## src/hdl/snfcs_pkg.sv

```systemverilog
package snfcs_pkg;

   localparam int PAGE_BYTES_DEFAULT   = 256;
   localparam int ADDRESS_BITS_DEFAULT = 24;

   localparam logic [11:0] POLL_LIMIT_RESET    = 12'd3000;
   localparam logic [7:0]  POLL_INTERVAL_RESET = 8'd10;

   typedef enum logic [1:0] {
      OPER_REQUEST  = 2'd0,
      OPER_HOST     = 2'd1,
      OPER_RESPONSE = 2'd2,
      OPER_TICK     = 2'd3
   } oper_type;

   localparam logic [2:0] CMD_READ   = 3'd0;
   localparam logic [2:0] CMD_WRITE  = 3'd1;
   localparam logic [2:0] CMD_SECTOR = 3'd2;
   localparam logic [2:0] CMD_CHIP   = 3'd3;
   localparam logic [2:0] CMD_PDOWN  = 3'd4;
   localparam logic [2:0] CMD_WAKE   = 3'd5;

   localparam logic [7:0] OP_READ    = 8'h03;
   localparam logic [7:0] OP_PROGRAM = 8'h02;
   localparam logic [7:0] OP_WREN    = 8'h06;
   localparam logic [7:0] OP_RDSR    = 8'h05;
   localparam logic [7:0] OP_SECTOR  = 8'h20;
   localparam logic [7:0] OP_CHIP    = 8'hC7;
   localparam logic [7:0] OP_PDOWN   = 8'hB9;
   localparam logic [7:0] OP_WAKE    = 8'hAB;
   localparam logic [7:0] DUMMY_BYTE = 8'hFF;

   localparam logic [1:0] GOAL_PRE  = 2'd0;
   localparam logic [1:0] GOAL_WREN = 2'd1;
   localparam logic [1:0] GOAL_POST = 2'd2;

   localparam logic CSR_POLL_LIMIT    = 1'b0;
   localparam logic CSR_POLL_INTERVAL = 1'b1;

   typedef struct packed {
      logic [1:0]  operation;
      logic [2:0]  command;
      logic [23:0] flash_address;
      logic [15:0] byte_count;
      logic [7:0]  host_byte;
      logic [7:0]  response_byte;
   } item_type;

   typedef struct packed {
      logic       spi_valid;
      logic [7:0] spi_out_byte;
      logic       frame_end;
      logic       read_valid;
      logic [7:0] read_byte;
      logic       need_host_byte;
      logic       request_done;
      logic       timed_out;
   } result_type;

endpackage

```

## src/hdl/spi_nor_flash_command_sequencer_core.sv

```systemverilog
// Streaming SPI NOR command sequencer. Each req item (request, host write byte,
// SPI response byte or tick) is held in the input register and yields at
// most one rsp item, which the engine loads into the result register when it
// advances. req_tready drops only while the input register holds an item and the
// rsp item ahead of it is stalled; otherwise items flow back to back at one per cycle.
// Every rsp carrying spi_valid expects one response item back. req_tuser carries
// the operation, req_tdata command, flash_address, byte_count, host_byte and
// response_byte from bit 0 up.
module spi_nor_flash_command_sequencer_core #(
   parameter int PAGE_BYTES   = snfcs_pkg::PAGE_BYTES_DEFAULT,
   parameter int ADDRESS_BITS = snfcs_pkg::ADDRESS_BITS_DEFAULT
) (
   input  logic        clock,
   input  logic        reset,
   input  logic        req_tvalid,
   output logic        req_tready,
   input  logic [63:0] req_tdata,   // command, flash_address, byte_count, host_byte,
                                    // response_byte, zero fill
   input  logic [1:0]  req_tuser,   // operation
   output logic        rsp_tvalid,
   input  logic        rsp_tready,
   output logic [23:0] rsp_tdata,   // spi_valid, spi_out_byte, frame_end, read_valid,
                                    // read_byte, need_host_byte, request_done, timed_out
   output logic        rsp_tlast,   // last
   input  logic        csr_valid,
   output logic        csr_ready,
   input  logic        csr_index,
   input  logic [11:0] csr_data
);
   logic                  in_valid_ff;
   snfcs_pkg::item_type   in_ff;
   logic [11:0]           limit_ff;
   logic [7:0]            interval_ff;
   logic                  res_valid;
   snfcs_pkg::result_type res;
   logic                  advance;

   // the engine moves on whenever its result register is empty or draining
   assign advance    = !res_valid || rsp_tready;
   assign req_tready = !in_valid_ff || advance;
   assign csr_ready  = 1'b1;

   always_ff @(posedge clock) begin
      if (reset) begin
         in_valid_ff <= 1'b0;
         limit_ff    <= snfcs_pkg::POLL_LIMIT_RESET;
         interval_ff <= snfcs_pkg::POLL_INTERVAL_RESET;
      end else begin
         in_valid_ff <= (req_tvalid && req_tready) || (in_valid_ff && !advance);
         if (csr_valid && csr_index == snfcs_pkg::CSR_POLL_LIMIT) limit_ff <= csr_data;
         if (csr_valid && csr_index == snfcs_pkg::CSR_POLL_INTERVAL)
            interval_ff <= csr_data[7:0];
      end
      if (req_tvalid && req_tready) begin
         in_ff.operation     <= req_tuser;
         in_ff.command       <= req_tdata[2:0];
         in_ff.flash_address <= req_tdata[26:3];
         in_ff.byte_count    <= req_tdata[42:27];
         in_ff.host_byte     <= req_tdata[50:43];
         in_ff.response_byte <= req_tdata[58:51];
      end
   end

   snfcs_engine #(.PAGE_BYTES(PAGE_BYTES), .ADDRESS_BITS(ADDRESS_BITS)) u_engine (
      .clock(clock), .reset(reset), .advance(advance),
      .item_valid(in_valid_ff), .item(in_ff),
      .poll_limit(limit_ff), .poll_interval(interval_ff),
      .result_valid(res_valid), .result(res)
   );

   assign rsp_tvalid = res_valid;
   assign rsp_tlast  = 1'b1;
   assign rsp_tdata  = {2'b00, res.timed_out, res.request_done, res.need_host_byte,
                        res.read_byte, res.read_valid, res.frame_end,
                        res.spi_out_byte, res.spi_valid};

   assert property (@(posedge clock) disable iff (reset)
      rsp_tvalid && !rsp_tready |=> rsp_tvalid)
      else $error("rsp item dropped");
   assert property (@(posedge clock) disable iff (reset)
      rsp_tvalid |-> (rsp_tdata[0] || rsp_tdata[10] || rsp_tdata[19] ||
                      rsp_tdata[20] || rsp_tdata[21]))
      else $error("empty rsp item");
   assert property (@(posedge clock) disable iff (reset)
      rsp_tvalid && !rsp_tready |=> $stable(rsp_tdata))
      else $error("rsp item changed while stalled");
endmodule

```

## src/hdl/snfcs_engine.sv

```systemverilog
module snfcs_engine #(
   parameter int PAGE_BYTES   = snfcs_pkg::PAGE_BYTES_DEFAULT,
   parameter int ADDRESS_BITS = snfcs_pkg::ADDRESS_BITS_DEFAULT
) (
   input  logic                   clock,
   input  logic                   reset,
   input  logic                   advance,
   input  logic                   item_valid,
   input  snfcs_pkg::item_type    item,
   input  logic [11:0]            poll_limit,
   input  logic [7:0]             poll_interval,
   output logic                   result_valid,
   output snfcs_pkg::result_type  result
);
   localparam int ADDR_BYTES = (ADDRESS_BITS + 7) / 8;
   localparam int PAGE_W     = $clog2(PAGE_BYTES);

   typedef enum logic [3:0] {
      PH_IDLE, PH_SR_CMD, PH_SR_DATA, PH_DELAY, PH_WREN,
      PH_OPCODE, PH_ADDR, PH_RDATA, PH_HOST, PH_WDATA
   } phase_type;

   phase_type               phase_ff, phase_in;
   logic [2:0]              cmd_ff, cmd_in;
   logic [ADDRESS_BITS-1:0] cur_ff, cur_in;
   logic [15:0]             left_ff, left_in;
   logic [PAGE_W:0]         page_ff, page_in;
   logic [1:0]              hidx_ff, hidx_in;
   logic [11:0]             poll_ff, poll_in;
   logic [7:0]              tick_ff, tick_in;
   snfcs_pkg::result_type   r;

   // bytes to the end of the page, clipped by what is left
   function automatic logic [PAGE_W:0] plan(input logic [ADDRESS_BITS-1:0] a,
                                            input logic [15:0] n);
      logic [PAGE_W:0] room;
      room = (PAGE_W+1)'(PAGE_BYTES) - {1'b0, a[PAGE_W-1:0]};
      plan = ({{(16-PAGE_W-1){1'b0}}, room} > n) ? n[PAGE_W:0] : room;
   endfunction

   function automatic logic [7:0] addr_byte(input logic [ADDRESS_BITS-1:0] a,
                                            input logic [1:0] i);
      logic [8*ADDR_BYTES-1:0] w;
      w = (8*ADDR_BYTES)'(a);
      addr_byte = w[8*(ADDR_BYTES-1-32'(i)) +: 8];
   endfunction

   always_comb begin
      logic follows;
      logic last_hdr;
      phase_in = phase_ff; cmd_in = cmd_ff; cur_in = cur_ff; left_in = left_ff;
      page_in = page_ff; hidx_in = hidx_ff; poll_in = poll_ff; tick_in = tick_ff;
      r = '0;
      follows = 1'b0;
      last_hdr = 1'b0;
      if (item_valid) begin
         case (item.operation)
            snfcs_pkg::OPER_REQUEST: begin
               if (phase_ff == PH_IDLE && item.command <= snfcs_pkg::CMD_WAKE) begin
                  cmd_in  = item.command;
                  cur_in  = ADDRESS_BITS'(item.flash_address);
                  left_in = item.byte_count;
                  r.spi_valid = 1'b1;
                  if (item.command == snfcs_pkg::CMD_PDOWN ||
                      item.command == snfcs_pkg::CMD_WAKE) begin
                     phase_in = PH_OPCODE;
                     r.spi_out_byte = (item.command == snfcs_pkg::CMD_PDOWN) ?
                                      snfcs_pkg::OP_PDOWN : snfcs_pkg::OP_WAKE;
                     r.frame_end = 1'b1;
                  end else begin
                     if (item.command == snfcs_pkg::CMD_WRITE)
                        page_in = plan(ADDRESS_BITS'(item.flash_address),
                                       item.byte_count);
                     poll_in = '0; tick_in = '0; hidx_in = snfcs_pkg::GOAL_PRE;
                     phase_in = PH_SR_CMD;
                     r.spi_out_byte = snfcs_pkg::OP_RDSR;
                  end
               end
            end
            snfcs_pkg::OPER_HOST: begin
               if (phase_ff == PH_HOST) begin
                  phase_in = PH_WDATA;
                  r.spi_valid = 1'b1;
                  r.spi_out_byte = item.host_byte;
                  r.frame_end = (page_ff == (PAGE_W+1)'(1));
               end
            end
            snfcs_pkg::OPER_TICK: begin
               if (phase_ff == PH_DELAY) begin
                  tick_in = (tick_ff != 8'hFF) ? tick_ff + 8'd1 : tick_ff;
                  if (tick_in >= poll_interval) begin
                     phase_in = PH_SR_CMD;
                     r.spi_valid = 1'b1;
                     r.spi_out_byte = snfcs_pkg::OP_RDSR;
                  end
               end
            end
            default: begin
               unique case (phase_ff)
                  PH_SR_CMD: begin
                     phase_in = PH_SR_DATA;
                     r.spi_valid = 1'b1;
                     r.spi_out_byte = snfcs_pkg::DUMMY_BYTE;
                     r.frame_end = 1'b1;
                  end
                  PH_SR_DATA: begin
                     if (item.response_byte[0] && poll_ff < poll_limit) begin
                        poll_in = poll_ff + 12'd1;
                        tick_in = '0;
                        if (poll_interval == 8'd0) begin
                           phase_in = PH_SR_CMD;
                           r.spi_valid = 1'b1;
                           r.spi_out_byte = snfcs_pkg::OP_RDSR;
                        end else begin
                           phase_in = PH_DELAY;
                        end
                     end else begin
                        r.timed_out = item.response_byte[0];
                        // continue with the step that follows the wait
                        if (hidx_ff == snfcs_pkg::GOAL_PRE) begin
                           r.spi_valid = 1'b1;
                           if (cmd_ff == snfcs_pkg::CMD_READ) begin
                              phase_in = PH_OPCODE;
                              r.spi_out_byte = snfcs_pkg::OP_READ;
                           end else begin
                              phase_in = PH_WREN;
                              r.spi_out_byte = snfcs_pkg::OP_WREN;
                              r.frame_end = 1'b1;
                           end
                        end else if (hidx_ff == snfcs_pkg::GOAL_WREN) begin
                           phase_in = PH_OPCODE;
                           r.spi_valid = 1'b1;
                           if (cmd_ff == snfcs_pkg::CMD_WRITE)
                              r.spi_out_byte = snfcs_pkg::OP_PROGRAM;
                           else if (cmd_ff == snfcs_pkg::CMD_SECTOR)
                              r.spi_out_byte = snfcs_pkg::OP_SECTOR;
                           else begin
                              r.spi_out_byte = snfcs_pkg::OP_CHIP;
                              r.frame_end = 1'b1;
                           end
                        end else if (cmd_ff == snfcs_pkg::CMD_WRITE && left_ff != 16'd0) begin
                           page_in = plan(cur_ff, left_ff);
                           poll_in = '0; tick_in = '0; hidx_in = snfcs_pkg::GOAL_PRE;
                           phase_in = PH_SR_CMD;
                           r.spi_valid = 1'b1;
                           r.spi_out_byte = snfcs_pkg::OP_RDSR;
                        end else begin
                           phase_in = PH_IDLE;
                           r.request_done = 1'b1;
                        end
                     end
                  end
                  PH_WREN: begin
                     poll_in = '0; tick_in = '0; hidx_in = snfcs_pkg::GOAL_WREN;
                     phase_in = PH_SR_CMD;
                     r.spi_valid = 1'b1;
                     r.spi_out_byte = snfcs_pkg::OP_RDSR;
                  end
                  PH_OPCODE, PH_ADDR: begin
                     if (phase_ff == PH_OPCODE && cmd_ff == snfcs_pkg::CMD_CHIP) begin
                        poll_in = '0; tick_in = '0; hidx_in = snfcs_pkg::GOAL_POST;
                        phase_in = PH_SR_CMD;
                        r.spi_valid = 1'b1;
                        r.spi_out_byte = snfcs_pkg::OP_RDSR;
                     end else if (phase_ff == PH_OPCODE && cmd_ff >= snfcs_pkg::CMD_PDOWN) begin
                        phase_in = PH_IDLE;
                        r.request_done = 1'b1;
                     end else if (phase_ff == PH_OPCODE ||
                                  32'(hidx_ff) + 1 < ADDR_BYTES) begin
                        hidx_in = (phase_ff == PH_OPCODE) ? 2'd0 : hidx_ff + 2'd1;
                        follows = (cmd_ff == snfcs_pkg::CMD_READ) ? (left_ff != 16'd0) :
                                  (cmd_ff == snfcs_pkg::CMD_WRITE) ? (page_ff != '0) : 1'b0;
                        last_hdr = (32'(hidx_in) + 1 >= ADDR_BYTES);
                        phase_in = PH_ADDR;
                        r.spi_valid = 1'b1;
                        r.spi_out_byte = addr_byte(cur_ff, hidx_in);
                        r.frame_end = last_hdr && !follows;
                     end else if (cmd_ff == snfcs_pkg::CMD_READ) begin
                        if (left_ff == 16'd0) begin
                           phase_in = PH_IDLE;
                           r.request_done = 1'b1;
                        end else begin
                           phase_in = PH_RDATA;
                           r.spi_valid = 1'b1;
                           r.spi_out_byte = snfcs_pkg::DUMMY_BYTE;
                           r.frame_end = (left_ff == 16'd1);
                        end
                     end else if (cmd_ff == snfcs_pkg::CMD_WRITE && page_ff != '0) begin
                        phase_in = PH_HOST;
                        r.need_host_byte = 1'b1;
                     end else begin
                        poll_in = '0; tick_in = '0; hidx_in = snfcs_pkg::GOAL_POST;
                        phase_in = PH_SR_CMD;
                        r.spi_valid = 1'b1;
                        r.spi_out_byte = snfcs_pkg::OP_RDSR;
                     end
                  end
                  PH_RDATA: begin
                     r.read_valid = 1'b1;
                     r.read_byte = item.response_byte;
                     left_in = (left_ff != 16'd0) ? left_ff - 16'd1 : left_ff;
                     cur_in = cur_ff + ADDRESS_BITS'(1);
                     if (left_in == 16'd0) begin
                        phase_in = PH_IDLE;
                        r.request_done = 1'b1;
                     end else begin
                        r.spi_valid = 1'b1;
                        r.spi_out_byte = snfcs_pkg::DUMMY_BYTE;
                        r.frame_end = (left_in == 16'd1);
                     end
                  end
                  PH_WDATA: begin
                     page_in = (page_ff != '0) ? page_ff - (PAGE_W+1)'(1) : page_ff;
                     left_in = (left_ff != 16'd0) ? left_ff - 16'd1 : left_ff;
                     cur_in = cur_ff + ADDRESS_BITS'(1);
                     if (page_in != '0) begin
                        phase_in = PH_HOST;
                        r.need_host_byte = 1'b1;
                     end else begin
                        poll_in = '0; tick_in = '0; hidx_in = snfcs_pkg::GOAL_POST;
                        phase_in = PH_SR_CMD;
                        r.spi_valid = 1'b1;
                        r.spi_out_byte = snfcs_pkg::OP_RDSR;
                     end
                  end
                  default: ;
               endcase
            end
         endcase
      end
   end

   // hold state and result while the result register cannot drain
   always_ff @(posedge clock) begin
      if (reset) begin
         phase_ff <= PH_IDLE;
         cmd_ff   <= '0;
         cur_ff   <= '0;
         left_ff  <= '0;
         page_ff  <= '0;
         hidx_ff  <= '0;
         poll_ff  <= '0;
         tick_ff  <= '0;
         result_valid <= 1'b0;
      end else if (advance) begin
         phase_ff <= phase_in;
         cmd_ff   <= cmd_in;
         cur_ff   <= cur_in;
         left_ff  <= left_in;
         page_ff  <= page_in;
         hidx_ff  <= hidx_in;
         poll_ff  <= poll_in;
         tick_ff  <= tick_in;
         result_valid <= r.spi_valid | r.read_valid | r.need_host_byte |
                         r.request_done | r.timed_out;
      end
      if (advance) result <= r;
   end
endmodule

```

## config.mk

```make
export PLATFORM = sky130hd
export DESIGN_NAME = spi_nor_flash_command_sequencer_core
export DESIGN_NICKNAME = d
export VERILOG_FILES = /design/src/hdl/snfcs_pkg.sv /design/src/hdl/spi_nor_flash_command_sequencer_core.sv /design/src/hdl/snfcs_engine.sv
export SDC_FILE = /design/constraint.sdc
export NUM_CORES = 1
export LEC_CHECK = 0
export BUFFER_PORTS_ARGS = -buffer_cell sky130_fd_sc_hd__buf_2
export CORE_MARGIN = 2
export CORE_UTILIZATION = 30
export CTS_BUF_LIST = sky130_fd_sc_hd__clkbuf_8
export DETAILED_ROUTE_END_ITERATION = 12
export PLACE_DENSITY = 0.48
export SLEW_MARGIN = 20
export SYNTH_ARGS = -nofsm -noshare
export SYNTH_HDL_FRONTEND = slang
export SYNTH_SLANG_ARGS = --single-unit
export TNS_END_PERCENT = 30
```

## constraint.sdc

```tcl
create_clock -name clock -period 3.1 [get_ports clock]
set_clock_uncertainty 0.1 [all_clocks]
set_input_delay 0.155 -clock clock [delete_from_list [all_inputs] [get_ports clock]]
set_output_delay 0.155 -clock clock [all_outputs]
set_load 0.01 [all_outputs]
```

# ---- Word level (Yosys, flattened, before mapping)
# Cells that the tools add are included.
dict set report word_totals {
  reg_bits 183
  output_inout_bits 28
}
dict set report op_classes {
  reduce_logical 47
  shift 1
  n_lt_le_gt_ge 8
  eq_ne 51
  bitwise 9
  muxes 141
  add_sub_neg 11
}
# cell n
set ops {}
lappend ops {{9-bit 2-to-1 mux} 21}
lappend ops {{12-bit 2-to-1 mux} 13}
lappend ops {{8-bit 2-to-1 mux} 17}
lappend ops {{10-bit 2-to-1 mux} 7}
lappend ops {{9-bit one-hot mux with 6 select lines} 1}
lappend ops {{4-bit 2-to-1 mux} 13}
lappend ops {{16-bit 2-to-1 mux} 3}
lappend ops {{24-bit 2-to-1 mux} 2}
lappend ops {{12-bit one-hot mux with 4 select lines} 1}
lappend ops {{24-bit one-hot mux with 2 select lines} 1}
lappend ops {{9-bit one-hot mux with 2 select lines} 2}
lappend ops {{2-bit 2-to-1 mux} 17}
lappend ops {{24-bit by 33-bit indexed part select with 8-bit output} 1}
lappend ops {{16-bit by 1-bit equality test with 1-bit output (second input constant)} 2}
lappend ops {{32-bit by 2-bit greater-or-equal comparator with 1-bit output (second input constant)} 1}
lappend ops {{9-bit by 16-bit greater-than comparator with 1-bit output} 2}
lappend ops {{16-bit zero test} 2}
lappend ops {{32-bit by 2-bit < comparator with 1-bit output (second input constant)} 1}
lappend ops {{16-bit one-hot mux with 2 select lines} 1}
lappend ops {{8-bit one-hot mux with 4 select lines} 1}
lappend ops {{5-bit by 4-bit != test with 1-bit output (second input constant)} 6}
lappend ops {{14-bit AND reduction} 2}
lappend ops {{9-bit one-hot mux with 3 select lines} 1}
lappend ops {{9-bit nonzero test} 3}
lappend ops {{other kinds (68)} 147}

# ---- Longest topological paths before layout
# Gate-level depths: netlist (run 1).
dict set report depth {
  word_depth 15
  ltp_mapped 15
  depth_no_buf 15
}

# ---- By module
# A second synthesis (run 1) with hierarchy kept.
dict set report unflattened {
  hier_cells 1352
  area_unflattened_um2 11656.2
}
# mod area_per_inst_um2 cells_each instances
set modules_own_cells {}
lappend modules_own_cells {snfcs_engine 8901.0 1196 1}
lappend modules_own_cells {spi_nor_flash_command_sequencer_core 2755.1 156 1}

# ---- Worst setup path before layout (run 1)
# Ideal clock, no wire load.
dict set report synth_path {
  kind {register to register}
  startpoint {register u_engine.left_ff[0]}
  endpoint {register u_engine.result_valid}
  t_required_ns 2.941
  setup_time_ns 0.059
  arrival_ns 3.213
  path_slack_ns -0.272
  stages_incl_launch_ff 14
  path_cell_list {dfxtp_1 clkbuf_1 inv_1 ha_1 or3b_2 clkbuf_1 nor3_1 mux2_2 o31ai_1 o2111a_1 nor4b_4 a221oi_2 a2111oi_2 o31a_1}
}
# item line
set synth_rtl {}
lappend synth_rtl {{start, declared} snfcs_engine.sv:26} ;# logic [15:0] left_ff, left_in;
lappend synth_rtl {{start signal, assigned} snfcs_engine.sv:249} ;# left_ff <= left_in;
lappend synth_rtl {{end signal, assigned} snfcs_engine.sv:254} ;# result_valid <= r.spi_valid | r.read_valid | r.need_host_byte |
lappend synth_rtl {{end, declared} snfcs_engine.sv:12} ;# output logic result_valid,

==> results of run 1 <==
-- worst min-delay path by stage --
stage | start | endpoint | slack, ps | cells past startpoint
final | rsp_tready | u_engine.result_valid | 180 | 4
after global routing | rsp_tready | u_engine.result_valid | 190 | 4
after global placement | req_tdata[17] | in_ff[46] | 230 | 1
after floorplan | req_tdata[51] | in_ff[0] | 150 | 0
after detailed placement | req_tdata[13] | in_ff[42] | 230 | 1
after CTS | rsp_tready | u_engine.result_valid | 120 | 4
-- layout make-up --
cell class | count | share of cell area
inverter | 64 | 0.0157
clock buffer | 17 | 0.0152
sequential | 183 | 0.294
multi-input combinational | 984 | 0.436
tap | 468 | 0.0382
timing repair buffer | 385 | 0.190
clock inverter | 15 | 0.0109
-- report_power, final --
| part | internal [mW] | total [mW] | switching, mW |
|---|---|---|---|
| Combinational | 0.474 | 0.979 | 0.505 |
| Sequential | 2.60 | 2.64 | 0.0433 |
| Clock | 0.737 | 1.75 | 1.02 |
| Total | 3.81 | 5.37 | 1.57 |
-- worst max-delay path, delay by kind of cell, from the launching register on --
kind | cells | cell delay (ps)
AOI/OAI and AO/OA | 4 | 890
xor gates and xnor gates | 1 | 140
adders and majority gates | 1 | 130
buffers and inverters | 1 | 70
DFF | 1 | 350
and+or+nand+nor | 4 | 1480
-- cells by family after synthesis --
logic type | after synthesis | share of synthesized area
simple gates | 491 | 0.217
compound gates | 389 | 0.221
flops | 183 | 0.406
buf+inv | 146 | 0.0539
fa+ha+maj | 58 | 0.0653
xor+xnor | 22 | 0.0174
mux | 20 | 0.0184
other cells | 2 | 0.000678
-- through the flow --
stage / instance area, um^2 / power [mW] / TNS (ps) / std cells / utilization
floorplan: 11200 / 3.13 / -493 / 1313 / -
global placement: 13300 / 3.47 / -1340 / 1975 / 0.363
detailed placement: 13300 / 3.47 / -2190 / 1975 / 0.363
CTS: 14900 / 5.37 / -363 / 2102 / 0.407
global route: 15300 / 5.62 / -3120 / 2116 / 0.420
finish: 15300 / 5.37 / -786 / 2116 / 0.420
-- flip-flops by register name (all words and copies together) (netlist names) --
name	flops
u_engine.left_ff	16
in_valid_ff	1
limit_ff	12
interval_ff	8
u_engine.result_valid	1
u_engine.result	22
u_engine.page_ff	9
u_engine.phase_ff	4
u_engine.hidx_ff	2
u_engine.tick_ff	8
u_engine.cmd_ff	3
u_engine.poll_ff	12
u_engine.cur_ff	24
in_ff	61
-- cell usage in the layout (no fill, tap or decap), types with 18 or more instances in the layout --
cell	instances
nand3_1	50
inv_1	56
nor2_1	136
nand2_1	107
dlygate4sd3_1	87
ha_1	49
a211oi_1	18
o21ai_0	100
buf_4	187
buf_2	102
a21oi_1	93
nor3_1	34
dfxtp_1	91
edfxtp_1	83
-- per-layer routing --
metal	up-vias	global-route usage	share of wire
met2	278	0.306	0.46
li1	5432	-	-
met3	34	0.0349	0.048
met1	5245	0.259	0.48
met4	0	0.0539	0.015
met5	-	0	0
-- Yosys cell counts (14+ instances only) --
cell	instances	area (um^2)
and3_1	16	100
ha_1	57	713
inv_1	62	233
nor3_1	40	200
a211oi_1	22	165
mux2i_1	17	170
xnor2_1	16	140
o21ai_0	113	566
nand3_1	54	270
edfxtp_1	83	2490
nor4_1	14	87.6
nor2_1	148	556
o31ai_1	14	105
a21oi_1	108	541
clkbuf_1	64	240
dfxtp_1	100	2000
nand2_1	112	420
nor2b_1	16	100
-- what timing repair did --
action                                  CTS  global route
cloned                                    3             1
setup buffers                             5            16
pin swaps                                20            54
hold endpoints to repair                 82             0
endpoints found under the setup margin   36            48
gates resized for setup                  59            95
hold buffers                             87             0
==> metrics, run 1 <==
crit path to u_engine.result_valid; CP max stage cell or4_4; initial drt markers ~650; PnR worst setup slack -126 ps; Max-Cap Viols 0; average size of a mapped cell around 8.5 um^2; worst r2r src u_engine.left_ff[0]; number of diodes 0; cell area after synthesis approximately 0.011 mm^2; clock net sink count about 180; Tot GR Track Use 0.189; ys async rst share 0; largest net degree at the start of global routing 65; Vias per Instance about 5.2; Crit path largest cell delay roughly 560 ps; final WL ~37 mm; post-synthesis instance total between 1,000 and 1,500; run status complete, but fails checks; post-synthesis register bit count ~180; initial core utilization 0.303; DR WL/cell ~17 um; Worst Hold Class in2reg; Reg2Reg Setup Slack -130 ps; IO Pins between 100 and 150; area occupied by multi-input gates roughly 0.0067 mm^2; Residual DRC 0; Core Area 0.0365 mm^2; Die Span Y just under 200 um; CTS tree built; share of cells above drive strength 1 0.291; Cell Pwr Density between 300 and 400 mW/mm^2; Core Rows 70; critical path fanouts, max 6; die area just under 0.04 mm^2; number of global-route vias before repair 10,368; Net count, final around 1,800; filler cell count around 3,700; placer congestion estimate 0.906; CP Capture Type flop; die width between 150 and 200 um; ys flop type dfxtp_1; pre-CTS WS -285 ps; reg2reg path depth 11; relative slew slack 0.485; I/O Buffers 102; unrepaired setup endpoints after global routing yes; worst setup path startpoint u_engine.left_ff[0]; Leakage approximately 6.2 nW; gr ovfl total 0; CTS Buffer Depth 2; final hold slack 177 ps; root buffer cell clkbuf_8; crit path time final about 3200 ps; Final setup viols 17; Slew @ Worst Pin approximately 770 ps; DRT antenna net count 0; CTS Buf Count 17; Ys Warns 0; Post-synth EDFFs just over 80; CP Cell Sequence inv_2 -> ha_4 -> or3b_4 -> or4_4 -> nor3_4 -> xnor2_2 -> o2111a_2 -> nor4b_4 -> a221oi_2 -> a2111oi_4 -> o31a_1; Worst VDD drop 0.000304 V; wire length of the first global-routing pass about 57 mm; Worst Path Class, Setup reg2reg; H-tree depth 4; Netlist cell types 87; failing checks negative setup slack; Max Freq around 310 MHz; final worst-path cycle share 1.04; Pins Over Slew Limit 0; register area approximately 0.0045 mm^2; drt first pass iters 4; total number of vias 10,989; Arr. time, crit path about 3600 ps; Layout Area Growth over Synthesis 38.5%; Startpoint Class flop; worst skew pair latency between 500 and 600 ps; initial antenna violation count 0; Reg clk slew, reported paths 120 ps; final hold violations 0; Worst EP required about 3500 ps; r2r endpoint u_engine.result_valid; post-detail-place hpwl roughly 26 mm; sequential element share of the synthesized area 0.406
(Power assumes the default switching activity.)
==> run 2: changes to the inputs <==
--- a/config.mk
+++ b/config.mk
@@ -11,6 +11,7 @@
 export CTS_BUF_LIST = sky130_fd_sc_hd__clkbuf_8
 export DETAILED_ROUTE_END_ITERATION = 12
 export PLACE_DENSITY = 0.48
+export RECOVER_POWER = 50
 export SLEW_MARGIN = 20
 export SYNTH_ARGS = -nofsm -noshare
 export SYNTH_HDL_FRONTEND = slang
==> run 2 against run 1 <==
Net effect: the run ends with max-capacitance violations, max-slew violations, negative setup slack left; flip-flop and latch count is the same; cell count unchanged; critical path depth unchanged; non-clock buffer count is the same; via count hardly changed; clock power barely moved; first-iteration DRC count increased by 2.3%; critical path type unchanged; highest routed layer unchanged.
==> metrics, run 2 (synthesis gave the netlist of run 1 again) <==
drt first pass iters 5 (+1); stages on the worst setup path 11 (unchanged); clock net sink count 183 (unchanged); placer congestion estimate 0.906 (unchanged); Layout Area Growth over Synthesis 38.1%; Slew @ Worst Pin 1820 ps (+1050 ps); fin area 0.0153 mm^2 (-0.29%); wire length of the first global-routing pass 56.9 mm (unchanged); CTS Buffer Depth 2 (unchanged); Final setup viols 17 (unchanged); DP Area 0.0133 mm^2 (unchanged); PnR worst setup slack -138 ps (-11.5 ps); IO Pins 112 (unchanged); number of cells in the finished layout apart from fillers 2,116 (unchanged); top flop regs in_ff: 61 flops, u_engine.cur_ff: 24 flops, u_engine.result: 22 flops; unrepaired setup endpoints after global routing yes; Comb pwr share 0.182 (about the same); gr ovfl total 0 (unchanged); initial antenna violation count 0 (unchanged); Net count, final 1,776 (unchanged); Tot GR Track Use 0.189 (unchanged); Reg clk slew, reported paths 120 ps (about the same); DR WL/cell 17.3 um (-0.15%); CP max stage cell or4_4; failing checks max-capacitance violations, max-slew violations, negative setup slack; run status complete, but fails checks; CP top delay family simple AND/OR/NAND/NOR gates; Worst EP required 3460 ps (about the same); share of cells above drive strength 1 0.271 (-0.0200); root buffer cell clkbuf_8; sequential group share of total power 0.492 (about the same); Hold Path Cell Cnt 4 (unchanged); Cell Pwr Density 351 mW/mm^2 (+0.22%); number of global-route vias before repair 10,368 (unchanged); CP Capture Type flop; Pwr Total 5.37 mW (about the same); CP Buf/Inv Count 1 (unchanged); Leakage 6.08 nW (-2.0%); worst skew pair latency 520 ps (about the same); pre-CTS WS -285 ps (unchanged); Clock Power Share 0.326 (about the same); filler cell count 3,669 (+0.52%); largest net degree at the start of global routing 65 (unchanged); Crit path largest cell delay 560 ps (about the same); Placed Cells 1,975 (unchanged); Core Area 0.0365 mm^2 (unchanged); Die Span Y 196 um (unchanged); largest register by flop count in_ff; DRT antenna net count 0 (unchanged); CTS Buf Count 17 (unchanged); final WL 36.6 mm (-0.15%); post-detail-place hpwl 26.2 mm (unchanged); Core Rows 70 (unchanged); total number of vias 10,982 (-0.064%); die width 196 um (unchanged); final worst-path cycle share 1.04 (+0.00372); final hold violations 0 (unchanged); die area 0.0385 mm^2 (unchanged); crit path time final 3240 ps (+11.5 ps); Pint 3.81 mW (about the same); critical path fanouts, max 6 (unchanged); Vias per Instance 5.19 (about the same); commonest non-fill, non-tap cell in the layout buf_4; reg2reg path depth 11 (unchanged); sw frac 0.291 (about the same); most frequent cells in the layout 186 x buf_4, 136 x nor2_1, 107 x nand2_1, 100 x o21ai_0, 93 x a21oi_1; H-tree depth 4 (unchanged); Worst VDD drop 0.000304 V (about the same); Max-Cap Viols 1 (+1); Arr. time, crit path 3600 ps (about the same); final core utilization 0.419 (-0.00123); I/O Buffers 102 (unchanged); CP Cell Sequence inv_2 -> ha_4 -> or3b_4 -> or4_4 -> nor3_4 -> xnor2_2 -> o2111a_2 -> nor4b_4 -> a221oi_2 -> a2111oi_4 -> o31a_1; Worst Path Class, Setup reg2reg; Startpoint Class flop; initial drt markers 661 (+2.3%); Residual DRC 0 (unchanged); relative slew slack -0.212 (-0.697); number of diodes 0 (unchanged); max reg flops 61 (unchanged); sw power 1.56 mW (about the same); Worst Hold Class in2reg; Max Freq 309 MHz (-0.36%); initial core utilization 0.303 (unchanged); CTS tree built; Pins Over Slew Limit 22 (+22)
-- run 2: worst paths after layout --
path	from	end	slack, ps
max	u_engine.left_ff[0]	u_engine.result_valid	-140
min	rsp_tready	u_engine.result_valid	170
max reg2reg	u_engine.left_ff[0]	u_engine.result_valid	-140
min reg2reg	limit_ff[10]	limit_ff[10]	360
-- run 2: layout make-up --
cell class              instances  area (um^2)  share of cell area
multi-input cells             984         6700               0.437
flip-flops and latches        183         4510               0.294
repair buffers                385         2880               0.188
well taps                     468          586              0.0383
inverters                      64          240              0.0157
clock buffers                  17          234              0.0153
clock inverters                15          168              0.0110
-- run 2: per-stage QoR --
step / hold slack (ps) / setup TNS (ps)
2_1_floorplan: 154 / -493
3_3_place_gp: 232 / -1340
3_5_place_dp: 233 / -2190
4_1_cts: 120 / -363
5_1_grt: 187 / -3120
6_report: 175 / -878
-- run 2: power by group through the flow --
| stage | registers, mW | logic (mW) | clock network [mW] |
|---|---|---|---|
| floorplan | 2.69 | 0.444 | 0 |
| global placement | 2.70 | 0.773 | 0 |
| detailed placement | 2.70 | 0.776 | 0 |
| CTS | 2.64 | 0.914 | 1.81 |
| global route | 2.65 | 1.06 | 1.90 |
| finish | 2.64 | 0.975 | 1.75 |
-- run 2: routing by layer --
layer  up-vias  track usage  share of wire
met5         -            0              0
met4         0       0.0539          0.015
met3        36       0.0349          0.049
met2       295        0.306           0.46
met1      5210        0.259           0.48
li1       5441            -              -
-- run 2: what timing repair did --
item / CTS / global route
gates resized for setup: 59 / 95
pin swaps: 20 / 54
gates cloned: 3 / 1
endpoints found under the setup margin: 36 / 48
hold buffers: 87 / 0
endpoints found under the hold margin: 82 / 0
setup buffers: 5 / 16
-- run 2: worst register-to-register path: stages (launching register included) --
cell,delay [ps]
dfxtp_2,350
inv_2,70
ha_4,130
or3b_4,420
or4_4,560
nor3_4,250
xnor2_2,140
o2111a_2,270
nor4b_4,260
a221oi_2,150
a2111oi_4,330
o31a_1,150
==> run 3: changes to the inputs <==
--- a/config.mk
+++ b/config.mk
@@ -15,5 +15,6 @@
 export SLEW_MARGIN = 20
 export SYNTH_ARGS = -nofsm -noshare
 export SYNTH_HDL_FRONTEND = slang
+export SYNTH_HIERARCHICAL = 1
 export SYNTH_SLANG_ARGS = --single-unit
 export TNS_END_PERCENT = 30
==> run 3 against run 2 <==
Net effect: sequential share of layout area is 1.3 points lower; combinational power is 8% higher; highest routed layer unchanged; largest power group unchanged; critical path depth is 4 higher; routed wire length is 11% higher; the flow still finishes with violations (max-capacitance violations, max-slew violations, negative setup slack); non-clock buffer count is 27 higher; sequential power hardly changed; count of clock-buffer cells in the layout is 1 higher; hold slack better by 25 ps.
==> metrics, run 3 <==
final WL 40.7 mm (+11%); worst setup path startpoint in_ff[32]; area share of the largest cell type after synthesis 0.214 (-0.0112); Worst VDD drop 0.000326 V (+7.0%); initial core utilization 0.303 (-0.000305); cell area after synthesis 0.0117 mm^2 (+5.2%); CP Cell Sequence inv_2 -> ha_4 -> nand2_2 -> or3_4 -> nor3_4 -> ha_2 -> nor3_2 -> nor4_2 -> o211ai_1 -> a41oi_2 -> buf_4 -> o41ai_4 -> mux2_4 -> nand2_2 -> a31oi_1; I/O Buffers 102 (unchanged); unrepaired setup endpoints after global routing yes; fin area 0.0160 mm^2 (+4.6%); final worst-path cycle share 1.04 (-0.00854); Slew @ Worst Pin 1700 ps (-115 ps); initial drt markers 783 (+18%); CP Capture Type flop; PnR worst setup slack -111 ps (+26.5 ps); Max Freq 311 MHz (+0.82%); Final setup viols 13 (-4); Synth area leaders edfxtp_1 21%, dfxtp_1 17%, ha_1 6.0%; Startpoint Class flop; number of global-route vias before repair 11,326 (+9.2%); Pins Over Slew Limit 62 (+180%); root buffer cell clkbuf_8; clock net sink count 183 (unchanged); Leakage 6.46 nW (+6.3%); CTS tree built; relative slew slack -0.135 (+0.0775); DRT antenna net count 0 (unchanged); cell taking the most area after synthesis edfxtp_1; crit path time final 3210 ps (-26.5 ps); die width 201 um (+2.5%); Tot GR Track Use 0.200 (+0.0108); top flop regs in_ff: 61 flops, u_engine/cur_ff: 24 flops, u_engine/result: 22 flops; largest net degree at the start of global routing 62 (-4.6%); Core Rows 72 (+2.9%); post-synthesis register bit count 183 (unchanged); placer congestion estimate 0.940 (+3.8%); run status complete, but fails checks; CTS Buffer Depth 2 (unchanged); drt first pass iters 7 (+2); register area 0.00451 mm^2 (unchanged); filler cell count 3,885 (+5.9%); final hold violations 0 (unchanged); post-detail-place hpwl 28.9 mm (+10%); die area 0.0404 mm^2 (+5.1%); Ys Warns 6 (+6); ys flop type dfxtp_1; CP max stage cell edfxtp_1; critical path's most frequent cell nand2_2; worst skew pair latency 560 ps (+40 ps); Arr. time, crit path 3550 ps (-50 ps); Core Area 0.0385 mm^2 (+5.3%); Die Span Y 201 um (+2.5%); area occupied by multi-input gates 0.00720 mm^2 (+7.6%); DR WL/cell 18.2 um (+5.4%); Layout Area Growth over Synthesis 37.4%; max reg flops 61 (unchanged); Worst EP required 3440 ps (-20 ps); largest register by flop count in_ff; IO Pins 112 (unchanged); Max-Cap Viols 1 (unchanged); commonest non-fill, non-tap cell in the layout buf_4; number of diodes 0 (unchanged); cell with the most instances after synthesis nor2_1; Net count, final 1,842 (+3.7%); Worst Hold Launch req_tdata[39]; H-tree depth 4 (unchanged); share of cells above drive strength 1 0.280 (+0.00923); most frequent cells in the layout 213 x buf_4, 150 x nor2_1, 103 x nand2_1, 91 x dfxtp_1, 87 x dlygate4sd3_1; Worst Hold Class in2reg; Pwr Total 5.25 mW (-2.3%); failing checks max-capacitance violations, max-slew violations, negative setup slack; initial antenna violation count 0 (unchanged); wire length of the first global-routing pass 63.0 mm (+11%); Crit path largest cell delay 420 ps (-140 ps); Netlist cell types 94 (+8.0%); post-synthesis instance total 1,352 (+3.1%); worst r2r src in_ff[32]; Residual DRC 0 (unchanged); CTS Buf Count 17 (unchanged); critical path fanouts, max 5 (-1); total number of vias 11,605 (+5.7%); Vias per Instance 5.20 (+0.14%); ys async rst share 0 (unchanged); Reg clk slew, reported paths 110 ps (about the same); Cell Pwr Density 328 mW/mm^2 (-6.6%); DP Area 0.0141 mm^2 (+6.0%); Post-synth EDFFs 83 (unchanged); gr ovfl total 0 (unchanged); Post-synth top cells 156 x nor2_1, 106 x nand2_1, 100 x dfxtp_1; Worst Path Class, Setup reg2reg; average size of a mapped cell 8.62 um^2 (+2.0%); sequential element share of the synthesized area 0.386 (-0.0201)
-- run 3: cell types whose count changed after synthesis, sizes merged, moves of 8 or more --
cell | before | now
o21ai | 116 | 75
mux2 | 3 | 11
a221oi | 3 | 11
mux2i | 17 | 36
a21oi | 108 | 92
nand2b | 13 | 22
a31o | 3 | 15
-- run 3: critical path, delay by kind of cell (launching register included) --
kind	cells	cell delay, ps
buffers and inverters	2	290
AND/OR/NAND/NOR	6	890
adder cells (fa/ha/maj)	2	360
flip-flops	1	420
multiplexers	1	370
AO/OA/AOI/OAI	4	660
-- run 3: cell type report --
type	count	area share
clock buffer	18	0.0155
timing repair buffer	412	0.190
multi-input combinational	1018	0.450
clock inverter	14	0.00617
inverter	70	0.0167
tap	518	0.0405
sequential	183	0.281
-- run 3: layer usage --
layer  vias up  GRT usage  wire (um)
met5         -          0          0
met4         0     0.0878       1210
met3        58     0.0322       1800
met2       288      0.321      18800
met1      5576      0.267      18800
li1       5683          -          -
-- run 3: power breakdown --
group	total, mW	internal, mW	switching (mW)
Combinational	1.05	0.498	0.552
Clock	1.54	0.579	0.966
Sequential	2.65	2.60	0.0493
Total	5.25	3.68	1.57
-- run 3: cell families after synthesis --
group | after synthesis | synth area share
AOI/OAI and AO/OA | 368 | 0.216
xor gates and xnor gates | 21 | 0.0158
adders and majority gates | 56 | 0.0601
buffers and inverters | 155 | 0.0550
DFF | 183 | 0.386
muxes | 47 | 0.0415
other | 2 | 0.000644
and+or+nand+nor | 520 | 0.225
-- run 3: worst paths after layout --
check,endpoint,slack [ps],depth (start not counted)
worst min-delay path,in_ff[28],200,2
worst min register to register,limit_ff[0],380,2
worst max register to register,u_engine/page_ff[8],-110,15
worst max-delay path,u_engine/page_ff[8],-110,15
-- run 3: per-stage QoR --
step                worst slack (ps)  instances  setup TNS (ps)  utilization  hold WS, ps
floorplan                      -71.9       1354            -268            -          154
global placement                -353       2094           -5050        0.365          231
detailed placement              -367       2094           -6570        0.365          233
finish                          -111       2233            -599        0.416          199
global route                    -202       2233           -2460        0.416          168
CTS                            -58.1       2223            -367        0.408          136
-- run 3: repair_timing --
action	4_1_cts	5_1_grt
buffers inserted	9	9
endpoints found under the setup margin	46	40
pin swaps	22	36
gates cloned	1	1
hold buffers	87	0
hold endpoints to repair	84	0
resized for setup	72	73
